**config.mk**
```make
export PLATFORM = sky130hd
export DESIGN_NAME = der_ticket_wrapper_skipper_flat
export DESIGN_NICKNAME = d
export VERILOG_FILES = /design/src/dtws_pkg.sv /design/src/dtws_in_if.sv /design/src/dtws_out_if.sv /design/src/der_ticket_wrapper_skipper.sv /design/src/dtws_parser.sv /design/src/flat_wrapper.sv
export SDC_FILE = /design/constraint.sdc
export NUM_CORES = 1
export LEC_CHECK = 0
export BUFFER_PORTS_ARGS = -buffer_cell sky130_fd_sc_hd__clkbuf_2
export CAP_MARGIN = 20
export CORE_ASPECT_RATIO = 1.5
export CORE_MARGIN = 4
export CORE_UTILIZATION = 60
export CTS_CLUSTER_SIZE = 28
export DETAILED_ROUTE_END_ITERATION = 6
export PLACE_DENSITY = 0.76
export SETUP_SLACK_MARGIN = 0.15
export SYNTH_ARGS = -nofsm -noshare
export SYNTH_HDL_FRONTEND = slang
export SYNTH_HIERARCHICAL = 1
export SYNTH_SLANG_ARGS = --single-unit
```
**constraint.sdc**
```tcl
create_clock -name clk -period 13.6 [get_ports clk]
set_input_delay 1.36 -clock clk [delete_from_list [all_inputs] [get_ports clk]]
set_output_delay 1.36 -clock clk [all_outputs]
set_load 0.01 [all_outputs]
```
**src/dtws_pkg.sv**
```systemverilog
// ---------------------------------------------------------------------------
// dtws_pkg
// Types and constants shared by the DER ticket wrapper skipper.
// ---------------------------------------------------------------------------
package dtws_pkg;

    // Result status codes.
    localparam logic [1:0] ST_OK           = 2'd0;
    localparam logic [1:0] ST_BAD_TAG      = 2'd1;
    localparam logic [1:0] ST_LEN_FORM     = 2'd2;
    localparam logic [1:0] ST_LEN_MISMATCH = 2'd3;

    // DER tags expected in order.
    localparam logic [7:0] TAG_APP_TICKET = 8'h61;
    localparam logic [7:0] TAG_SEQUENCE   = 8'h30;
    localparam logic [7:0] TAG_CTX0       = 8'hA0;
    localparam logic [7:0] TAG_CTX1       = 8'hA1;
    localparam logic [7:0] TAG_CTX2       = 8'hA2;
    localparam logic [7:0] TAG_CTX3       = 8'hA3;

    // Length byte: long-form flag and count mask.
    localparam logic [7:0] LEN_LONG_FLAG = 8'h80;
    localparam logic [6:0] LEN_COUNT_MASK = 7'h7f;

    // Field indexes within the wrapper.
    localparam int unsigned FIELD_W = 3;
    localparam logic [FIELD_W-1:0] FLD_APP        = 3'd0;
    localparam logic [FIELD_W-1:0] FLD_SEQ        = 3'd1;
    localparam logic [FIELD_W-1:0] FLD_FIRST_SKIP = 3'd2;
    localparam logic [FIELD_W-1:0] FLD_CTX1       = 3'd3;
    localparam logic [FIELD_W-1:0] FLD_CTX2       = 3'd4;
    localparam logic [FIELD_W-1:0] FLD_ENC        = 3'd5;

    typedef struct packed {
        logic [7:0]  data_byte;
        logic        first_byte;
        logic [15:0] ticket_length;
    } in_item_t;

    typedef struct packed {
        logic [1:0]  status;
        logic [15:0] data_offset;
        logic [15:0] data_length;
    } res_t;

    function automatic logic [7:0] expected_tag(input logic [FIELD_W-1:0] field);
        logic [7:0] tag;
        case (field)
            FLD_APP:        tag = TAG_APP_TICKET;
            FLD_SEQ:        tag = TAG_SEQUENCE;
            FLD_FIRST_SKIP: tag = TAG_CTX0;
            FLD_CTX1:       tag = TAG_CTX1;
            FLD_CTX2:       tag = TAG_CTX2;
            FLD_ENC:        tag = TAG_CTX3;
            default:        tag = TAG_CTX3;
        endcase
        return tag;
    endfunction

endpackage

```
**src/dtws_in_if.sv**
```systemverilog
// ---------------------------------------------------------------------------
// dtws_in_if
// Byte channel into the ticket wrapper skipper: valid, ready and payload.
// ---------------------------------------------------------------------------
interface dtws_in_if;
    logic        valid;
    logic        ready;
    logic [7:0]  data_byte;
    logic        first_byte;
    logic [15:0] ticket_length;

    modport source (output valid, data_byte, first_byte, ticket_length, input ready);
    modport sink   (input valid, data_byte, first_byte, ticket_length, output ready);
endinterface

```
**src/dtws_out_if.sv**
```systemverilog
// ---------------------------------------------------------------------------
// dtws_out_if
// Result channel out of the ticket wrapper skipper: valid, ready and payload.
// ---------------------------------------------------------------------------
interface dtws_out_if;
    logic        valid;
    logic        ready;
    logic [1:0]  status;
    logic [15:0] data_offset;
    logic [15:0] data_length;

    modport source (output valid, status, data_offset, data_length, input ready);
    modport sink   (input valid, status, data_offset, data_length, output ready);
endinterface

```
**src/der_ticket_wrapper_skipper.sv**
```systemverilog
// ---------------------------------------------------------------------------
// der_ticket_wrapper_skipper
// Walks the DER wrapper of a ticket and reports where its encrypted part lies.
// ---------------------------------------------------------------------------
//  Channel   Dir  Item                                      Accepted when
//  stream    in   data_byte, first_byte, ticket_length      valid & ready
//  result    out  status, data_offset, data_length          valid & ready
//
//  One byte is taken every cycle while the stream is not held off; it is stepped
//  from the input register, and its result, if any, waits in the result register.
//  The per-byte update of the parse state sits between these two registers.
//  Reset clears the parse state to idle and empties both registers.
//  While a result waits and is not taken, the parse step is held and the input register keeps
//  its byte; once that register is full the stream is held off.
module der_ticket_wrapper_skipper #(
    parameter int MAX_LENGTH_BYTES   = 4,
    parameter int TICKET_LENGTH_BITS = 16
) (
    input  logic          clk,
    input  logic          rst_n,
    dtws_in_if.sink       stream,
    dtws_out_if.source    result
);
    import dtws_pkg::*;

    logic     in_vld_reg, in_vld_next;
    in_item_t in_item_reg;
    logic     res_vld_reg, res_vld_next;
    res_t     res_reg;

    logic     in_take;
    logic     step_en;
    logic     step_res_valid;
    res_t     step_res;

    assign step_en      = in_vld_reg & (~res_vld_reg | result.ready);
    assign stream.ready = ~in_vld_reg | step_en;
    assign in_take      = stream.valid & stream.ready;

    dtws_parser #(
        .MAX_LENGTH_BYTES   (MAX_LENGTH_BYTES),
        .TICKET_LENGTH_BITS (TICKET_LENGTH_BITS)
    ) u_parser (
        .clk       (clk),
        .rst_n     (rst_n),
        .step_en   (step_en),
        .item      (in_item_reg),
        .res_valid (step_res_valid),
        .res       (step_res)
    );

    always_comb
    begin
        in_vld_next = in_vld_reg;
        if (in_take)
        begin
            in_vld_next = 1'b1;
        end
        else if (step_en)
        begin
            in_vld_next = 1'b0;
        end

        res_vld_next = res_vld_reg;
        if (step_res_valid)
        begin
            res_vld_next = 1'b1;
        end
        else if (result.ready)
        begin
            res_vld_next = 1'b0;
        end
    end

    always_ff @(posedge clk or negedge rst_n)
    begin
        if (!rst_n)
        begin
            in_vld_reg  <= 1'b0;
            res_vld_reg <= 1'b0;
        end
        else
        begin
            in_vld_reg  <= in_vld_next;
            res_vld_reg <= res_vld_next;
        end
    end

    always_ff @(posedge clk)
    begin
        if (in_take)
        begin
            in_item_reg.data_byte     <= stream.data_byte;
            in_item_reg.first_byte    <= stream.first_byte;
            in_item_reg.ticket_length <= stream.ticket_length;
        end
        if (step_res_valid)
        begin
            res_reg <= step_res;
        end
    end

    assign result.valid       = res_vld_reg;
    assign result.status      = res_reg.status;
    assign result.data_offset = res_reg.data_offset;
    assign result.data_length = res_reg.data_length;

endmodule

```
**src/dtws_parser.sv**
```systemverilog
// ---------------------------------------------------------------------------
// dtws_parser
// Parse state and the per-byte update of the DER wrapper walk.
// ---------------------------------------------------------------------------
module dtws_parser #(
    parameter int MAX_LENGTH_BYTES   = 4,
    parameter int TICKET_LENGTH_BITS = 16
) (
    input  logic              clk,
    input  logic              rst_n,
    input  logic              step_en,
    input  dtws_pkg::in_item_t item,
    output logic              res_valid,
    output dtws_pkg::res_t    res
);
    import dtws_pkg::*;

    localparam int REM_W = (TICKET_LENGTH_BITS < 16) ? TICKET_LENGTH_BITS : 16;
    localparam int ACC_W = 8 * MAX_LENGTH_BYTES;
    localparam int LBL_W = $clog2(MAX_LENGTH_BYTES + 1);
    localparam int CMP_W = (ACC_W > REM_W) ? ((ACC_W > 8) ? ACC_W : 8)
                                           : ((REM_W > 8) ? REM_W : 8);

    typedef enum logic [2:0] {
        PH_IDLE,
        PH_TAG,
        PH_LENF,
        PH_LENM,
        PH_SKIP
    } phase_t;

    phase_t               phase_reg, phase_next;
    logic [FIELD_W-1:0]   field_reg, field_next;
    logic [REM_W-1:0]     rem_reg, rem_next;
    logic [15:0]          off_reg, off_next;
    logic [ACC_W-1:0]     acc_reg, acc_next;
    logic [LBL_W-1:0]     lbl_reg, lbl_next;
    logic [REM_W-1:0]     skip_reg, skip_next;

    logic [REM_W-1:0]     rem_dec;
    logic [15:0]          off_inc;
    logic [6:0]           count;
    logic                 fin;
    logic [CMP_W-1:0]     rem_c;
    logic [CMP_W-1:0]     num_c;
    logic                 emit;
    res_t                 res_c;

    always_comb
    begin
        phase_next = phase_reg;
        field_next = field_reg;
        rem_next   = rem_reg;
        off_next   = off_reg;
        acc_next   = acc_reg;
        lbl_next   = lbl_reg;
        skip_next  = skip_reg;
        emit       = 1'b0;
        fin        = 1'b0;
        res_c      = '0;
        count      = item.data_byte[6:0] & LEN_COUNT_MASK;

        // A first byte restarts the walk from the outer tag.
        if (item.first_byte)
        begin
            phase_next = PH_TAG;
            field_next = FLD_APP;
            rem_next   = item.ticket_length[REM_W-1:0];
            off_next   = '0;
            acc_next   = '0;
            lbl_next   = '0;
            skip_next  = '0;
        end

        rem_dec = rem_next - 1'b1;
        off_inc = off_next + 16'd1;
        rem_c   = CMP_W'(rem_dec);
        num_c   = '0;

        if (phase_next == PH_IDLE)
        begin
            emit = 1'b0;
        end
        else if (rem_next == '0)
        begin
            emit         = 1'b1;
            res_c.status = ST_LEN_MISMATCH;
        end
        else
        begin
            rem_next = rem_dec;
            off_next = off_inc;
            case (phase_next)
                PH_TAG:
                begin
                    if (item.data_byte != expected_tag(field_next))
                    begin
                        emit         = 1'b1;
                        res_c.status = ST_BAD_TAG;
                    end
                    else if (rem_dec == '0)
                    begin
                        emit         = 1'b1;
                        res_c.status = ST_LEN_MISMATCH;
                    end
                    else
                    begin
                        phase_next = PH_LENF;
                    end
                end
                PH_LENF:
                begin
                    if ((item.data_byte & LEN_LONG_FLAG) != 8'd0)
                    begin
                        if (count > 7'(MAX_LENGTH_BYTES))
                        begin
                            emit         = 1'b1;
                            res_c.status = ST_LEN_FORM;
                        end
                        else
                        begin
                            acc_next = '0;
                            if (count == 7'd0)
                            begin
                                fin = 1'b1;
                            end
                            else if (rem_c < CMP_W'(count))
                            begin
                                emit         = 1'b1;
                                res_c.status = ST_LEN_MISMATCH;
                            end
                            else
                            begin
                                lbl_next   = LBL_W'(count);
                                phase_next = PH_LENM;
                            end
                        end
                    end
                    else
                    begin
                        acc_next = ACC_W'(item.data_byte);
                        fin      = 1'b1;
                    end
                end
                PH_LENM:
                begin
                    acc_next = ACC_W'({acc_next, item.data_byte});
                    if (lbl_next != '0)
                    begin
                        lbl_next = lbl_next - 1'b1;
                    end
                    fin = (lbl_next == '0);
                end
                PH_SKIP:
                begin
                    if (skip_next != '0)
                    begin
                        skip_next = skip_next - 1'b1;
                    end
                    if (skip_next == '0)
                    begin
                        phase_next = PH_TAG;
                        field_next = field_next + 1'b1;
                    end
                end
                default:
                begin
                    phase_next = PH_IDLE;
                end
            endcase

            // A complete length: check it against what is left of the ticket.
            if (fin)
            begin
                num_c = CMP_W'(acc_next);
                if (field_next < FLD_FIRST_SKIP)
                begin
                    if (rem_c != num_c || rem_dec == '0)
                    begin
                        emit         = 1'b1;
                        res_c.status = ST_LEN_MISMATCH;
                    end
                    else
                    begin
                        phase_next = PH_TAG;
                        field_next = field_next + 1'b1;
                    end
                end
                else if (field_next < FLD_ENC)
                begin
                    if (rem_c <= num_c)
                    begin
                        emit         = 1'b1;
                        res_c.status = ST_LEN_MISMATCH;
                    end
                    else if (num_c == '0)
                    begin
                        phase_next = PH_TAG;
                        field_next = field_next + 1'b1;
                    end
                    else
                    begin
                        // The skipped length is below the remaining count, so it fits.
                        skip_next  = num_c[REM_W-1:0];
                        phase_next = PH_SKIP;
                    end
                end
                else
                begin
                    emit = 1'b1;
                    if (rem_c != num_c)
                    begin
                        res_c.status = ST_LEN_MISMATCH;
                    end
                    else
                    begin
                        res_c.status      = ST_OK;
                        res_c.data_offset = off_inc;
                        res_c.data_length = 16'(rem_dec);
                    end
                end
            end
        end

        if (emit)
        begin
            phase_next = PH_IDLE;
        end
    end

    always_ff @(posedge clk or negedge rst_n)
    begin
        if (!rst_n)
        begin
            phase_reg <= PH_IDLE;
            field_reg <= '0;
            rem_reg   <= '0;
            off_reg   <= '0;
            acc_reg   <= '0;
            lbl_reg   <= '0;
            skip_reg  <= '0;
        end
        else if (step_en)
        begin
            phase_reg <= phase_next;
            field_reg <= field_next;
            rem_reg   <= rem_next;
            off_reg   <= off_next;
            acc_reg   <= acc_next;
            lbl_reg   <= lbl_next;
            skip_reg  <= skip_next;
        end
    end

    assign res_valid = step_en & emit;
    assign res       = res_c;

endmodule

```
**src/flat_wrapper.sv**
```systemverilog
// flat-port wrapper written by rule: the top's interface ports become plain ports
module der_ticket_wrapper_skipper_flat import dtws_pkg::*;
#(
    parameter int MAX_LENGTH_BYTES   = 4,
    parameter int TICKET_LENGTH_BITS = 16
)
  (clk, rst_n, stream_valid, stream_data_byte, stream_first_byte, stream_ticket_length, stream_ready, result_valid, result_status, result_data_offset, result_data_length, result_ready);
  dtws_in_if stream_i ();
  dtws_out_if result_i ();
  input  logic clk;
  input  logic rst_n;
  input wire logic [$bits(stream_i.valid)-1:0] stream_valid;
  input wire logic [$bits(stream_i.data_byte)-1:0] stream_data_byte;
  input wire logic [$bits(stream_i.first_byte)-1:0] stream_first_byte;
  input wire logic [$bits(stream_i.ticket_length)-1:0] stream_ticket_length;
  output wire logic [$bits(stream_i.ready)-1:0] stream_ready;
  output wire logic [$bits(result_i.valid)-1:0] result_valid;
  output wire logic [$bits(result_i.status)-1:0] result_status;
  output wire logic [$bits(result_i.data_offset)-1:0] result_data_offset;
  output wire logic [$bits(result_i.data_length)-1:0] result_data_length;
  input wire logic [$bits(result_i.ready)-1:0] result_ready;
  assign stream_i.valid = stream_valid;
  assign stream_i.data_byte = stream_data_byte;
  assign stream_i.first_byte = stream_first_byte;
  assign stream_i.ticket_length = stream_ticket_length;
  assign stream_ready = stream_i.ready;
  assign result_valid = result_i.valid;
  assign result_status = result_i.status;
  assign result_data_offset = result_i.data_offset;
  assign result_data_length = result_i.data_length;
  assign result_i.ready = result_ready;
  der_ticket_wrapper_skipper #(.MAX_LENGTH_BYTES(MAX_LENGTH_BYTES), .TICKET_LENGTH_BITS(TICKET_LENGTH_BITS)) u_core (.clk(clk), .rst_n(rst_n), .stream(stream_i), .result(result_i));
endmodule
```
==> results_dict.tcl <==
set metrics [dict create \
    post-route-drc-count 0 \
    crit_path_frequent_cell "nor2_1" \
    seqPwrFrac 0.415 \
    synthSimpleGateAreaFrac 0.211 \
    ys_ff_latch 150 \
    setup-violations-final 0 \
    fmax_ghz 0.163 \
    worst_pin_slew_ns 1.08 \
    max-cap-violations 0 \
    grt_pass1_wl_mm 43.9 \
    finalCritPeriodShare 0.452 \
    antenna_found_initial 0 \
    switching_share 0.332 \
    power_frac_clock 0.357 \
    clock_latency_ns 0.44 \
    finalHoldViolations 0 \
    hold_class "register to register" \
    cts_setup_buffers 0 \
    cts_made_buffers 17 \
    core_area_mm2 0.0158 \
    p_leak_nw 4.47 \
    ys_types 82 \
    syn_area_per_cell_um2 8.87 \
    io_pins 65 \
    place_area_mm2 0.0102 \
    synth-xor-area-share 0.0369 \
    nFillCells 1314 \
    critPathMaxFanout 129 \
    p_per_area_mw_per_mm2 125 \
    cts.sinks 150 \
    post-route-min-period_ns 6.15 \
    vias 8712 \
    first_pass_iters 6 \
    fp.dieArea_mm2 0.0184 \
    die_h_um 164 \
    ys.flop_type "dfrtp_1" \
    cts_root_buffer "clkbuf_16" \
    slowest_stage "or4b_2" \
    synthMuxAreaShare 0.0334 \
    hold_path_depth 2 \
    final_util 0.684 \
    dp_hpwl_mm 19.1 \
    synth_top_area_share 0.234 \
    vias_per_cell 6.48 \
    grt_pass1_vias 8380 \
    comb_power_share 0.228 \
    final_cell_mix "nor2_1 (105), nand2_1 (97), dfrtp_1 (91), o21ai_0 (84), a21oi_1 (73)" \
    synth_compound_area_frac 0.207 \
    drv_slew 0 \
    syn-num-nets 1162 \
    synth_top_area_cell "dfrtp_1" \
    fp.dieW_um 112 \
    seq_area_frac_synth 0.416 \
    internal_power_mw 0.904 \
    htree_levels 4 \
    synth_area_leaders "dfrtp_1 (23%), edfxtp_1 (18%), ha_1 (4.6%)" \
    fin_nets 1193 \
    drive_gt1_frac 0.123 \
    rsz0062_at_grt "false" \
    cts_tree "yes" \
    synth_fa_ha_area_frac 0.0463 \
    initial_utilization 0.617 \
    outcome "completed" \
    detail_route.wl_per_cell_um 20.6 \
    final_common_cell "nor2_1" \
    place_congestion 0.957 \
    rows 56 \
    finalWirelength_mm 27.7 \
    relSlewSlack 0.276 \
    largest_reg_flops 32 \
    synth-edff-count 59 \
    rrSetupSlack_ns 7.45 \
    ir_drop_mv 0.0922 \
    grt_usage 0.304 \
    grt_start_max_net_pins 130 \
    cts-resized-gates 0 \
    power.total_mw 1.35 \
    instances_no_fill 1344 \
    synth_top_family_by_area "simple AND/OR/NAND/NOR gates" \
    fin_worst_skew_ns 0.0121 \
    crit_chain "buf_12 > mux2_2 > inv_1 > ha_1 > o221ai_1 > or4b_2 > nor2_1 > xor2_1 > nor2_1 > a21oi_1 > ha_1 > nand4_1 > nor2_1 > o21ai_0 > nand4bb_1 > nand3_1 > a21oi_1 > nor3_1 > nor3b_1 > nor2_4" \
    dp_cells 1312 \
    r2r_start "u_core/in_item_reg[16]" \
    syn_to_final_growth_pct 10.8 \
    grt_overflow 0 \
    critPathMaxStageDelay_ns 0.83 \
    cp.arrival_ns 6.20 \
    endpoint_kind "register" \
    ant_nets 0 \
    path_clk_slew_ns 0.06 \
    p_sw_mw 0.449 \
    reg2regPathDepth 20 \
    rr_endpoint "u_core/result.data_offset[15]" \
    io_buffers 64 \
    clk_path_buf_depth 2 \
    min_from "u_core/u_parser/rem_reg[13]" \
    final_cell_area_mm2 0.0108 \
    holdPathEnd "u_core/u_parser/rem_reg[13]" \
    startpoint_type "register" \
    worstPathRequired_ns 13.65 \
    timing.setup.tns_ns 0 \
    synthCells 1097 \
    yosysWarnings 6 \
    syn-cell-area_mm2 0.00973 \
    crit_type "register to register" \
    synthArstFlopShare 0.607 \
    first_iter_violations 871 \
    num_antenna_cells 0 \
    ctsHoldBuffers 0 \
]
worst max-delay path by stage:
| stage | start | endpoint | slack (ns) | depth (start not counted) |
|---|---|---|---|---|
| after floorplan | u_core/in_item_reg[16] | u_core/result.data_length[0] | 5.73 | 27 |
| after global placement | u_core/in_item_reg[16] | u_core/result.data_offset[15] | 7.81 | 20 |
| after detailed placement | u_core/in_item_reg[16] | u_core/result.data_offset[15] | 7.63 | 20 |
| after CTS | u_core/in_item_reg[16] | u_core/result.data_offset[15] | 7.59 | 20 |
| after global routing | u_core/in_item_reg[16] | u_core/result.data_offset[15] | 7.16 | 20 |
| final | u_core/in_item_reg[16] | u_core/result.data_offset[15] | 7.45 | 20 |
power by group through the flow:
stage,Combinational (mW),Clock (mW),Sequential (mW)
floorplan,0.225,0,0.553
global placement,0.297,0,0.566
detailed placement,0.303,0,0.567
CTS,0.305,0.489,0.559
global route,0.343,0.508,0.566
finish,0.309,0.482,0.561
final cells by class:
class	count	area [um^2]	area share
Timing Repair Buffer	80	455	0.0423
Inverter	51	191	0.0178
Multi-Input combinational cell	828	5230	0.485
Tap cell	203	254	0.0236
Clock buffer	17	425	0.0395
Sequential cell	150	4050	0.376
Clock inverter	15	173	0.0160
through the flow:
step | setup WS [ns] | hold slack (ns)
2_1_floorplan | 5.73 | 0.449
3_3_place_gp | 7.81 | 0.464
3_5_place_dp | 7.63 | 0.488
4_1_cts | 7.59 | 0.503
5_1_grt | 7.16 | 0.522
6_report | 7.45 | 0.500
worst max-delay path, delay by kind of cell (launching register included):
family                   cells  cell delay (ns)
buffers and inverters        2             0.52
AO/OA/AOI/OAI                4             0.63
XOR/XNOR                     1             0.15
multiplexers                 1             0.45
AND/OR/NAND/NOR             10             2.94
adder cells (fa/ha/maj)      2             0.51
flip-flops                   1             0.39
layer usage:
layer / routed length, um / track usage
met1: 10800 / 0.373
met2: 13500 / 0.506
met3: 1790 / 0.0398
met4: 1590 / 0.194
met5: 0 / 0
synthesized netlist by cell type (all sizes together), types with 6 or more instances:
library cell and instances:
o31ai 9, or4 8, inv 51, mux2 9, nand2 97, a31oi 7
mux2i 22, nor3b 7, xor2 19, nand3 25, nor2b 24, ha 36
clkbuf 50, a211oi 7, nand2b 10, or3 9, nor3 50, o21ai 97
nor2 108, a21oi 74, nand4 12, dfrtp 91, buf 18, edfxtp 59
nor4 15, a22oi 16, a22o 27, and3 15, xnor2 22, o311ai 6
a21o 10
cell families after synthesis:
kind of cell             Yosys count
AND/OR/NAND/NOR                  409
AO/OA/AOI/OAI                    311
flip-flops                       150
buffers and inverters            119
XOR/XNOR                          41
adder cells (fa/ha/maj)           36
multiplexers                      31
(Power assumes the default switching activity.)
